[config.mk]
export PLATFORM = sky130hd
export DESIGN_NAME = pending_request_tracker_core_flat
export DESIGN_NICKNAME = d
export VERILOG_FILES = /design/src/sv/prt_pkg.sv /design/src/sv/prt_req_if.sv /design/src/sv/prt_rsp_if.sv /design/src/sv/prt_ctrl.sv /design/src/sv/prt_datapath.sv /design/src/sv/pending_request_tracker_core.sv /design/src/flat_wrapper.sv
export SDC_FILE = /design/constraint.sdc
export NUM_CORES = 2
export LEC_CHECK = 0
export ABC_AREA = 1
export BUFFER_PORTS_ARGS = -buffer_cell sky130_fd_sc_hd__buf_2
export CAP_MARGIN = 20
export CORE_ASPECT_RATIO = 1.2
export CORE_MARGIN = 2
export CORE_UTILIZATION = 60
export CTS_BUF_LIST = sky130_fd_sc_hd__clkbuf_4 sky130_fd_sc_hd__clkbuf_8 sky130_fd_sc_hd__clkbuf_16
export DETAILED_ROUTE_END_ITERATION = 8
export PLACE_DENSITY = 0.83
export SLEW_MARGIN = 20
export SYNTH_ARGS = -nofsm -noshare
export SYNTH_HDL_FRONTEND = slang
export SYNTH_HIERARCHICAL = 1
export SYNTH_SLANG_ARGS = --single-unit
export TNS_END_PERCENT = 20
[constraint.sdc]
create_clock -name clk_i -period 12.99 [get_ports clk_i]
set_clock_uncertainty 0.15 [all_clocks]
set_input_delay 1.9485 -clock clk_i [delete_from_list [all_inputs] [get_ports clk_i]]
set_output_delay 1.9485 -clock clk_i [all_outputs]
set_load 0.005 [all_outputs]
[src/sv/prt_pkg.sv]
// shared types and constants of the pending request tracker
package prt_pkg;

  localparam int unsigned KEY_W    = 32;
  localparam int unsigned MSG_W    = 32;
  localparam int unsigned KIND_W   = 4;
  localparam int unsigned COOKIE_W = 32;
  localparam int unsigned TIME_W   = 32;
  localparam int unsigned CTR_W    = 10;
  localparam int unsigned RAND_W   = 22;
  localparam int unsigned CNT_W    = 5;
  localparam int unsigned CMD_W    = 2;
  localparam int unsigned STAT_W   = 2;
  localparam int unsigned PDATA_W  = 32;
  localparam int unsigned PADDR_W  = 3;

  localparam logic [CNT_W-1:0]  CNT_MAX     = 5'd31;
  localparam logic [TIME_W-1:0] TIMEOUT_RST = 32'd10000;

  localparam logic [CMD_W-1:0] CMD_ADD    = 2'd0;
  localparam logic [CMD_W-1:0] CMD_FIND   = 2'd1;
  localparam logic [CMD_W-1:0] CMD_REMOVE = 2'd2;
  localparam logic [CMD_W-1:0] CMD_SWEEP  = 2'd3;

  localparam logic [STAT_W-1:0] ST_OK        = 2'd0;
  localparam logic [STAT_W-1:0] ST_NOT_FOUND = 2'd1;
  localparam logic [STAT_W-1:0] ST_FULL      = 2'd2;

  localparam logic REG_TIMEOUT = 1'b0;

  typedef struct packed {
    logic [CMD_W-1:0]    command;
    logic [KEY_W-1:0]    request_key;
    logic [MSG_W-1:0]    message_id;
    logic [KIND_W-1:0]   request_kind;
    logic [COOKIE_W-1:0] cookie_handle;
    logic [TIME_W-1:0]   now_ms;
    logic [RAND_W-1:0]   random_bits;
  } req_t;

  typedef struct packed {
    logic [STAT_W-1:0]   status;
    logic [KEY_W-1:0]    key_out;
    logic [MSG_W-1:0]    message_id_out;
    logic [KIND_W-1:0]   kind_out;
    logic [COOKIE_W-1:0] cookie_out;
    logic [TIME_W-1:0]   stamp_out;
    logic [CNT_W-1:0]    expired_count;
  } rsp_t;

  typedef struct packed {
    logic [KEY_W-1:0]    key;
    logic [MSG_W-1:0]    message;
    logic [KIND_W-1:0]   kind;
    logic [COOKIE_W-1:0] cookie;
    logic [TIME_W-1:0]   stamp;
  } entry_t;

  typedef struct packed {
    logic start;
    logic rd_en;
    logic commit;
  } prt_cmd_t;

  typedef struct packed {
    logic last_addr;
    logic out_free;
  } prt_stat_t;

endpackage

[src/sv/prt_req_if.sv]
// request channel interface
interface prt_req_if;
  logic          valid;
  logic          ready;
  prt_pkg::req_t data;

  modport source (output valid, output data, input ready);
  modport sink (input valid, input data, output ready);
endinterface

[src/sv/prt_rsp_if.sv]
// result channel interface
interface prt_rsp_if;
  logic          valid;
  logic          ready;
  prt_pkg::rsp_t data;

  modport source (output valid, output data, input ready);
  modport sink (input valid, input data, output ready);
endinterface

[src/sv/prt_ctrl.sv]
// controller state machine sequencing accept, table scan and commit
module prt_ctrl (
  input  logic                clk_i,
  input  logic                rst_ni,
  input  logic                req_valid_i,
  output logic                req_ready_o,
  input  prt_pkg::prt_stat_t  stat_i,
  output prt_pkg::prt_cmd_t   cmd_o
);
  import prt_pkg::*;

  localparam logic [1:0] S_IDLE  = 2'd0;
  localparam logic [1:0] S_SCAN  = 2'd1;
  localparam logic [1:0] S_DRAIN = 2'd2;
  localparam logic [1:0] S_DONE  = 2'd3;

  logic [1:0] state_q, state_d;

  always_comb begin
    state_d     = state_q;
    cmd_o       = '0;
    req_ready_o = (state_q == S_IDLE);
    unique case (state_q)
      S_IDLE: begin
        if (req_valid_i) begin
          cmd_o.start = 1'b1;
          state_d     = S_SCAN;
        end
      end
      S_SCAN: begin
        cmd_o.rd_en = 1'b1;
        if (stat_i.last_addr) begin
          state_d = S_DRAIN;
        end
      end
      S_DRAIN: begin
        state_d = S_DONE;
      end
      S_DONE: begin
        if (stat_i.out_free) begin
          cmd_o.commit = 1'b1;
          state_d      = S_IDLE;
        end
      end
    endcase
  end

  always_ff @(posedge clk_i or negedge rst_ni) begin
    if (!rst_ni) begin
      state_q <= S_IDLE;
    end else begin
      state_q <= state_d;
    end
  end

endmodule

[src/sv/prt_datapath.sv]
// entry table, scan compare, rolling counter and result register
module prt_datapath #(
  parameter int unsigned ENTRIES = 16
) (
  input  logic                            clk_i,
  input  logic                            rst_ni,
  input  prt_pkg::prt_cmd_t               cmd_i,
  output prt_pkg::prt_stat_t              stat_o,
  input  prt_pkg::req_t                   req_i,
  input  logic [prt_pkg::TIME_W-1:0]      timeout_i,
  output logic                            rsp_valid_o,
  input  logic                            rsp_ready_i,
  output prt_pkg::rsp_t                   rsp_o
);
  import prt_pkg::*;

  localparam int unsigned IDX_W = (ENTRIES > 1) ? $clog2(ENTRIES) : 1;
  localparam logic [IDX_W-1:0] LAST_IDX = IDX_W'(ENTRIES - 1);

  entry_t mem [ENTRIES];

  logic [ENTRIES-1:0]  valid_q;
  logic [CTR_W-1:0]    ctr_q;
  logic [CTR_W-1:0]    ctr_inc;
  logic [CMD_W-1:0]    cmd_q;
  logic [KEY_W-1:0]    key_q;
  logic [MSG_W-1:0]    msg_q;
  logic [KIND_W-1:0]   kind_q;
  logic [COOKIE_W-1:0] cookie_q;
  logic [TIME_W-1:0]   now_q;
  logic [IDX_W-1:0]    addr_q;
  logic                rd_vld_q;
  logic [IDX_W-1:0]    rd_idx_q;
  entry_t              rd_data_q;
  logic                found_q;
  logic [IDX_W-1:0]    match_idx_q;
  entry_t              hit_q;
  logic                free_found_q;
  logic [IDX_W-1:0]    free_idx_q;
  logic [CNT_W-1:0]    cnt_q;
  logic                rsp_valid_q;
  rsp_t                rsp_q;
  rsp_t                rsp_d;

  logic                hit;
  logic                free;
  logic                expire;
  logic [TIME_W-1:0]   expiry_sum;
  logic [IDX_W-1:0]    wr_idx;
  logic                mem_we;

  assign ctr_inc    = ctr_q + 1'b1;
  assign expiry_sum = rd_data_q.stamp + timeout_i;
  assign hit        = rd_vld_q && valid_q[rd_idx_q] && (rd_data_q.key == key_q);
  assign free       = rd_vld_q && !valid_q[rd_idx_q];
  assign expire     = rd_vld_q && valid_q[rd_idx_q] && (cmd_q == CMD_SWEEP)
                      && (expiry_sum < now_q);
  assign wr_idx     = found_q ? match_idx_q : free_idx_q;
  assign mem_we     = cmd_i.commit && (cmd_q == CMD_ADD) && (found_q || free_found_q);

  assign stat_o.last_addr = (addr_q == LAST_IDX);
  assign stat_o.out_free  = !rsp_valid_q || rsp_ready_i;
  assign rsp_valid_o      = rsp_valid_q;
  assign rsp_o            = rsp_q;

  // table memory
  always_ff @(posedge clk_i) begin
    if (mem_we) begin
      mem[wr_idx] <= '{key: key_q, message: msg_q, kind: kind_q, cookie: cookie_q,
                       stamp: now_q};
    end
  end

  always_ff @(posedge clk_i) begin
    if (cmd_i.rd_en) begin
      rd_data_q <= mem[addr_q];
    end
  end

  // request fields, scan captures and result register
  always_ff @(posedge clk_i) begin
    if (cmd_i.start) begin
      cmd_q    <= req_i.command;
      key_q    <= (req_i.command == CMD_ADD) ? {req_i.random_bits, ctr_inc}
                                             : req_i.request_key;
      msg_q    <= req_i.message_id;
      kind_q   <= req_i.request_kind;
      cookie_q <= req_i.cookie_handle;
      now_q    <= req_i.now_ms;
    end
    rd_idx_q <= addr_q;
    if (hit && !found_q) begin
      match_idx_q <= rd_idx_q;
      hit_q       <= rd_data_q;
    end
    if (free && !free_found_q) begin
      free_idx_q <= rd_idx_q;
    end
    if (cmd_i.commit) begin
      rsp_q <= rsp_d;
    end
  end

  // control state
  always_ff @(posedge clk_i or negedge rst_ni) begin
    if (!rst_ni) begin
      valid_q      <= '0;
      ctr_q        <= '0;
      addr_q       <= '0;
      rd_vld_q     <= 1'b0;
      found_q      <= 1'b0;
      free_found_q <= 1'b0;
      cnt_q        <= '0;
      rsp_valid_q  <= 1'b0;
    end else begin
      rd_vld_q <= cmd_i.rd_en;
      if (cmd_i.start) begin
        addr_q       <= '0;
        found_q      <= 1'b0;
        free_found_q <= 1'b0;
        cnt_q        <= '0;
        if (req_i.command == CMD_ADD) begin
          ctr_q <= ctr_inc;
        end
      end else begin
        if (cmd_i.rd_en) begin
          addr_q <= addr_q + 1'b1;
        end
        if (hit) begin
          found_q <= 1'b1;
        end
        if (free) begin
          free_found_q <= 1'b1;
        end
        if (expire && (cnt_q != CNT_MAX)) begin
          cnt_q <= cnt_q + 1'b1;
        end
      end
      if (expire) begin
        valid_q[rd_idx_q] <= 1'b0;
      end
      if (mem_we) begin
        valid_q[wr_idx] <= 1'b1;
      end
      if (cmd_i.commit && (cmd_q == CMD_REMOVE) && found_q) begin
        valid_q[match_idx_q] <= 1'b0;
      end
      if (cmd_i.commit) begin
        rsp_valid_q <= 1'b1;
      end else if (rsp_ready_i) begin
        rsp_valid_q <= 1'b0;
      end
    end
  end

  // result word
  always_comb begin
    rsp_d = '0;
    unique case (cmd_q)
      CMD_ADD: begin
        rsp_d.key_out = key_q;
        if (found_q || free_found_q) begin
          rsp_d.message_id_out = msg_q;
          rsp_d.kind_out       = kind_q;
          rsp_d.cookie_out     = cookie_q;
          rsp_d.stamp_out      = now_q;
        end else begin
          rsp_d.status = ST_FULL;
        end
      end
      CMD_FIND, CMD_REMOVE: begin
        rsp_d.key_out = key_q;
        if (found_q) begin
          rsp_d.message_id_out = hit_q.message;
          rsp_d.kind_out       = hit_q.kind;
          rsp_d.cookie_out     = hit_q.cookie;
          rsp_d.stamp_out      = hit_q.stamp;
        end else begin
          rsp_d.status = ST_NOT_FOUND;
        end
      end
      CMD_SWEEP: begin
        rsp_d.expired_count = cnt_q;
      end
    endcase
  end

endmodule

[src/sv/pending_request_tracker_core.sv]
// top level of the pending request tracker
//
// Tracks up to ENTRIES outstanding requests by key. Commands arrive on the
// req channel (add, find, remove, sweep) and each produces exactly one
// result transfer on the rsp channel. The expiry timeout is a register on
// the APB port at byte address 0; write it only while no command is in
// flight.
//
// Every command walks the whole table through the single read port of the
// entry memory, one entry per cycle, then commits: it passes through the
// scan, drain and done states, and the result register is loaded at the
// commit in the done state, before the next accept. One command is handled
// at a time.
//
// The result sits in an output register; the next command is accepted while
// it waits. If the receiver stalls, the following command holds in its
// final step until the register is taken.
//
// Reset clears all valid bits, the rolling key counter and the timeout
// (to 10000 ms); no clearing pass is needed.
module pending_request_tracker_core #(
  parameter int unsigned ENTRIES = 16
) (
  input  logic                             clk_i,
  input  logic                             rst_ni,
  prt_req_if.sink                          req,
  prt_rsp_if.source                        rsp,
  input  logic                             psel,
  input  logic                             penable,
  input  logic                             pwrite,
  input  logic [prt_pkg::PADDR_W-1:0]      paddr,
  input  logic [prt_pkg::PDATA_W-1:0]      pwdata,
  output logic [prt_pkg::PDATA_W-1:0]      prdata,
  output logic                             pready
);
  import prt_pkg::*;

  prt_cmd_t            cmd;
  prt_stat_t           stat;
  logic [TIME_W-1:0]   timeout_q;
  logic                reg_sel;

  assign pready  = 1'b1;
  assign reg_sel = (paddr[PADDR_W-1:2] == REG_TIMEOUT);
  assign prdata  = reg_sel ? timeout_q : '0;

  always_ff @(posedge clk_i or negedge rst_ni) begin
    if (!rst_ni) begin
      timeout_q <= TIMEOUT_RST;
    end else if (psel && penable && pwrite && reg_sel) begin
      timeout_q <= pwdata;
    end
  end

  prt_ctrl u_ctrl (
    .clk_i       (clk_i),
    .rst_ni      (rst_ni),
    .req_valid_i (req.valid),
    .req_ready_o (req.ready),
    .stat_i      (stat),
    .cmd_o       (cmd)
  );

  prt_datapath #(
    .ENTRIES (ENTRIES)
  ) u_datapath (
    .clk_i       (clk_i),
    .rst_ni      (rst_ni),
    .cmd_i       (cmd),
    .stat_o      (stat),
    .req_i       (req.data),
    .timeout_i   (timeout_q),
    .rsp_valid_o (rsp.valid),
    .rsp_ready_i (rsp.ready),
    .rsp_o       (rsp.data)
  );

  a_one_at_a_time : assert property (@(posedge clk_i) disable iff (!rst_ni)
    (req.valid && req.ready) |=> !req.ready)
    else $error("second transfer accepted while a command is in flight");

  a_commit_free : assert property (@(posedge clk_i) disable iff (!rst_ni)
    cmd.commit |-> (!rsp.valid || rsp.ready))
    else $error("commit would overwrite an untaken result");

  a_commit_shows : assert property (@(posedge clk_i) disable iff (!rst_ni)
    cmd.commit |=> rsp.valid)
    else $error("committed result not presented");

  a_fail_zero : assert property (@(posedge clk_i) disable iff (!rst_ni)
    (rsp.valid && (rsp.data.status != ST_OK)) |->
      (rsp.data.message_id_out == '0) && (rsp.data.stamp_out == '0)
      && (rsp.data.expired_count == '0))
    else $error("failed command carries entry data");

endmodule

[src/flat_wrapper.sv]
// flat-port wrapper written by rule: the top's interface ports become plain ports
module pending_request_tracker_core_flat import prt_pkg::*;
#(
  parameter int unsigned ENTRIES = 16
)
  (clk_i, rst_ni, psel, penable, pwrite, paddr, pwdata, prdata, pready, req_valid, req_data, req_ready, rsp_valid, rsp_data, rsp_ready);
  prt_req_if req_i ();
  prt_rsp_if rsp_i ();
  input  logic clk_i;
  input  logic rst_ni;
  input  logic psel;
  input  logic penable;
  input  logic pwrite;
  input  logic [prt_pkg::PADDR_W-1:0] paddr;
  input  logic [prt_pkg::PDATA_W-1:0] pwdata;
  output logic [prt_pkg::PDATA_W-1:0] prdata;
  output logic pready;
  input wire logic [$bits(req_i.valid)-1:0] req_valid;
  input wire logic [$bits(req_i.data)-1:0] req_data;
  output wire logic [$bits(req_i.ready)-1:0] req_ready;
  output wire logic [$bits(rsp_i.valid)-1:0] rsp_valid;
  output wire logic [$bits(rsp_i.data)-1:0] rsp_data;
  input wire logic [$bits(rsp_i.ready)-1:0] rsp_ready;
  assign req_i.valid = req_valid;
  assign req_i.data = req_data;
  assign req_ready = req_i.ready;
  assign rsp_valid = rsp_i.valid;
  assign rsp_data = rsp_i.data;
  assign rsp_i.ready = rsp_ready;
  pending_request_tracker_core #(.ENTRIES(ENTRIES)) u_core (.clk_i(clk_i), .rst_ni(rst_ni), .req(req_i), .rsp(rsp_i), .psel(psel), .penable(penable), .pwrite(pwrite), .paddr(paddr), .pwdata(pwdata), .prdata(prdata), .pready(pready));
endmodule
==> impl_metrics.toml <==
[die]
fp-row-count = 168
chipHeight_um = 464
start_util_pct = 60.4
pin_count = 372
coreArea_um2 = 175000
dieWidth_um = 387
die-area_um2 = 179000

[clock_tree]
cts_tree = "done"
clkSinkCount = 2702
cts_buffers = 239
cts-root-buf = "clkbuf_16"
cts.repair.resized = 0
htree_levels = 4
clk_latency_ns = 0.90
cts_hold_buffers = 0
clkSlewWorstSetupHoldPaths_ns = 0.06
cts_setup_buffers = 0
clock_path_buffers = 3

[sta]
rsz0062_at_grt = "false"
finalSetupViolCount = 0
finalCritPeriodShare_pct = 44.0
max_freq_mhz = 175
hold_viol_final = 0
final-max-slew-violation-count = 0
fin_crit_ns = 5.72
tightest_slew_ns = 1.25
setup_ws_ns = 7.27
slew_headroom_pct = 16.8
fin_setup_tns_ns = 0

[cells_and_area]
final_net_count = 8268
final_cells = 10500
area.growth.synth_to_final_pct = 11.2
finish.utilization_pct = 67.2
final_layout_size_suffix_gt1_share_pct = 11.2

[placed_design]
pre_cts_slack_ns = 6.42
place_congestion = 0.922
io_buffers = 368
placedCellCount = 10000
dpl.hpwl_mm = 145

[worst_setup_path]
critPathMaxFanout = 239
r2r_setup_slack_ns = 7.27
start_kind = "register"
path_class = "register to register"
worstRegToRegCells = 8
rr_startpoint = "u_core/u_datapath/addr_q[0]"
cp-end-kind = "register"
worstPathArrival_ns = 6.30
crit_required_ns = 13.57
reg2reg_to = "u_core/u_datapath/rd_data_q[116]"

[grt]
grt_pass1_vias = 68000
antenna_found_initial = 13
grt_pass1_wl_mm = 412
grt_overflow = 0
grt_max_degree = 315
grt_usage_pct = 30.6

[power]
p_int_uw = 16600
pwr-share-clk_pct = 28.9
combinationalPowerShare_pct = 25.5
power.switching_uw = 8340
ir_drop_mv = 0.237
power_uw = 24900
powerDensity_nw_per_um2 = 212
power.share.switching_pct = 33.5
power_frac_seq_pct = 45.6
leakagePower_uw = 0.0392

[worst_hold_path]
hold_start = "u_core/u_datapath/rd_data_q[54]"
holdPathStages = 0
min_path_type = "register to register"
holdPathEnd = "u_core/u_datapath/hit_q[54]"

[drt]
ant_nets = 0
drt_iter0_markers = 9466
first_pass_iters = 8
wl_per_cell_um = 26.7
drt-total-wl_mm = 280
drc = 0
post_drt_via_cell_ratio = 6.54
num_vias = 68700

[synthesis]
yosysWarningCount = 6
synthCells = 7773
synthTopCellsByArea = "edfxtp_1, o21ai_0, nor2_1"
synth_nets = 8046
ys_seq_elements = 2702
synth_ff_type = "edfxtp_1"
synth_top_area_share_pct = 74.6
async_reset_ff_share_pct = 2.70
syn_avg_cell_area_um2 = 13.6
synth_top_area_cell = "edfxtp_1"
synth_edf_count = 2625
synth.distinct_cells = 51
synth.cell_area_um2 = 106000
yosysSeqAreaShare_pct = 76.4

[job]
drv_cap = 0

[run_status]
status = "complete, no violations"
[cells in the final DEF, fill, tap and decap left out, types with 9 or more instances in the layout]
cell        instances
nor2_1           1261
clkinvlp_4          9
a21oi_1           210
dfrtp_1            64
clkinv_1           53
nor3_1             26
ha_1               72
clkbuf_16         244
buf_12             10
a31oi_1            16
o21ai_1            85
clkinv_2           39
o21ai_0          1137
nor2_4             20
edfxtp_1         2625
nand4_1            15
nand3_1           102
bufinv_16          24
nand2_1           628
buf_2             367
o221ai_1          188
xor2_1             24
clkbuf_4           45
o22ai_1           360
o32ai_1            10
inv_1             215
buf_4              93
o211ai_1           95
xnor2_1            43
mux2i_1            15
[Yosys cell counts (all sizes together) (95+ instances only)]
master / n
a21oi: 211
o21ai: 1224
nor2: 1283
edfxtp: 2625
o221ai: 188
nand2: 633
inv: 224
clkbuf: 338
o211ai: 95
nand3: 103
o22ai: 360
buf: 154
[metrics by stage]
stage               instance area [um2]  hold WS, ns
floorplan                        106000        0.216
global placement                 109000        0.251
detailed placement               109000        0.255
CTS                              117000        0.245
global route                     117000        0.252
finish                           117000        0.252
[sequential cells by signal (all words and copies together) (netlist names), 16 cells and up]
name	cells
u_core/timeout_q	32
u_core/u_datapath/key_q	32
u_core/u_datapath/valid_q	16
u_core/u_datapath/now_q	32
u_core/u_datapath/rsp_o	139
u_core/u_datapath/msg_q	32
u_core/u_datapath/mem	2112
u_core/u_datapath/hit_q	100
u_core/u_datapath/rd_data_q	132
u_core/u_datapath/cookie_q	32
[routing by layer]
metal	track usage [%]	up-vias	part of all wire [%]	wire, um
met5	0	-	0.069	194
met4	14.4	8	4.5	12700
met3	6.10	883	13	35100
met2	49.9	5271	48	135000
met1	40.0	33200	35	96900
li1	-	29300	-	-
[logic make-up after synthesis]
| family | after synthesis | share of synthesized area [%] |
|---|---|---|
| DFF | 2702 | 76.4 |
| xor gates and xnor gates | 67 | 0.555 |
| buffers and inverters | 718 | 2.85 |
| AOI/OAI and AO/OA | 2128 | 11.5 |
| adders and majority gates | 75 | 0.895 |
| other | 1 | 0.00355 |
| and+or+nand+nor | 2067 | 7.60 |
| muxes | 15 | 0.142 |
[worst max-delay path, stage by stage (launching register included)]
cell and delay, ns:
dfrtp_4 0.81, buf_12 0.79, buf_12 0.75, buf_4 0.96, buf_4 0.83, o21ai_0 0.24
o22ai_1 0.24, o21ai_0 0.14, a21oi_1 0.24
[power groups by stage]
stage                     logic, uW  registers (uW)  clock network, uW
after CTS                      6220           11300               7230
after global placement         5840           11500                  0
after floorplan                4360           11200                  0
after detailed placement       6120           11500                  0
after global routing           6880           11400               7550
final                          6360           11400               7200
[cell type report]
type | count | area, um2
Antenna cell | 4 | 10.0
Fill cell | 11000 | 57400
Clock buffer | 296 | 6540
Sequential cell | 2702 | 80800
Multi-Input combinational cell | 4353 | 22100
Inverter | 226 | 902
Clock inverter | 146 | 1530
Timing Repair Buffer | 473 | 2800
Tap cell | 2295 | 2870
[worst max-delay path by stage]
stage | to | slack (ns) | startpoint
final | u_core/u_datapath/rd_data_q[116] | 7.27 | u_core/u_datapath/addr_q[0]
after global routing | u_core/u_datapath/rd_data_q[114] | 7.14 | u_core/u_datapath/addr_q[0]
after CTS | u_core/u_datapath/mem[13][81] | 7.32 | rsp_ready
after detailed placement | u_core/u_datapath/mem[13][90] | 6.42 | rsp_ready
after global placement | u_core/u_datapath/mem[8][88] | 6.44 | rsp_ready
after floorplan | u_core/u_datapath/mem[10][0] | 1.15 | rsp_ready
(Power assumes the default switching activity.)
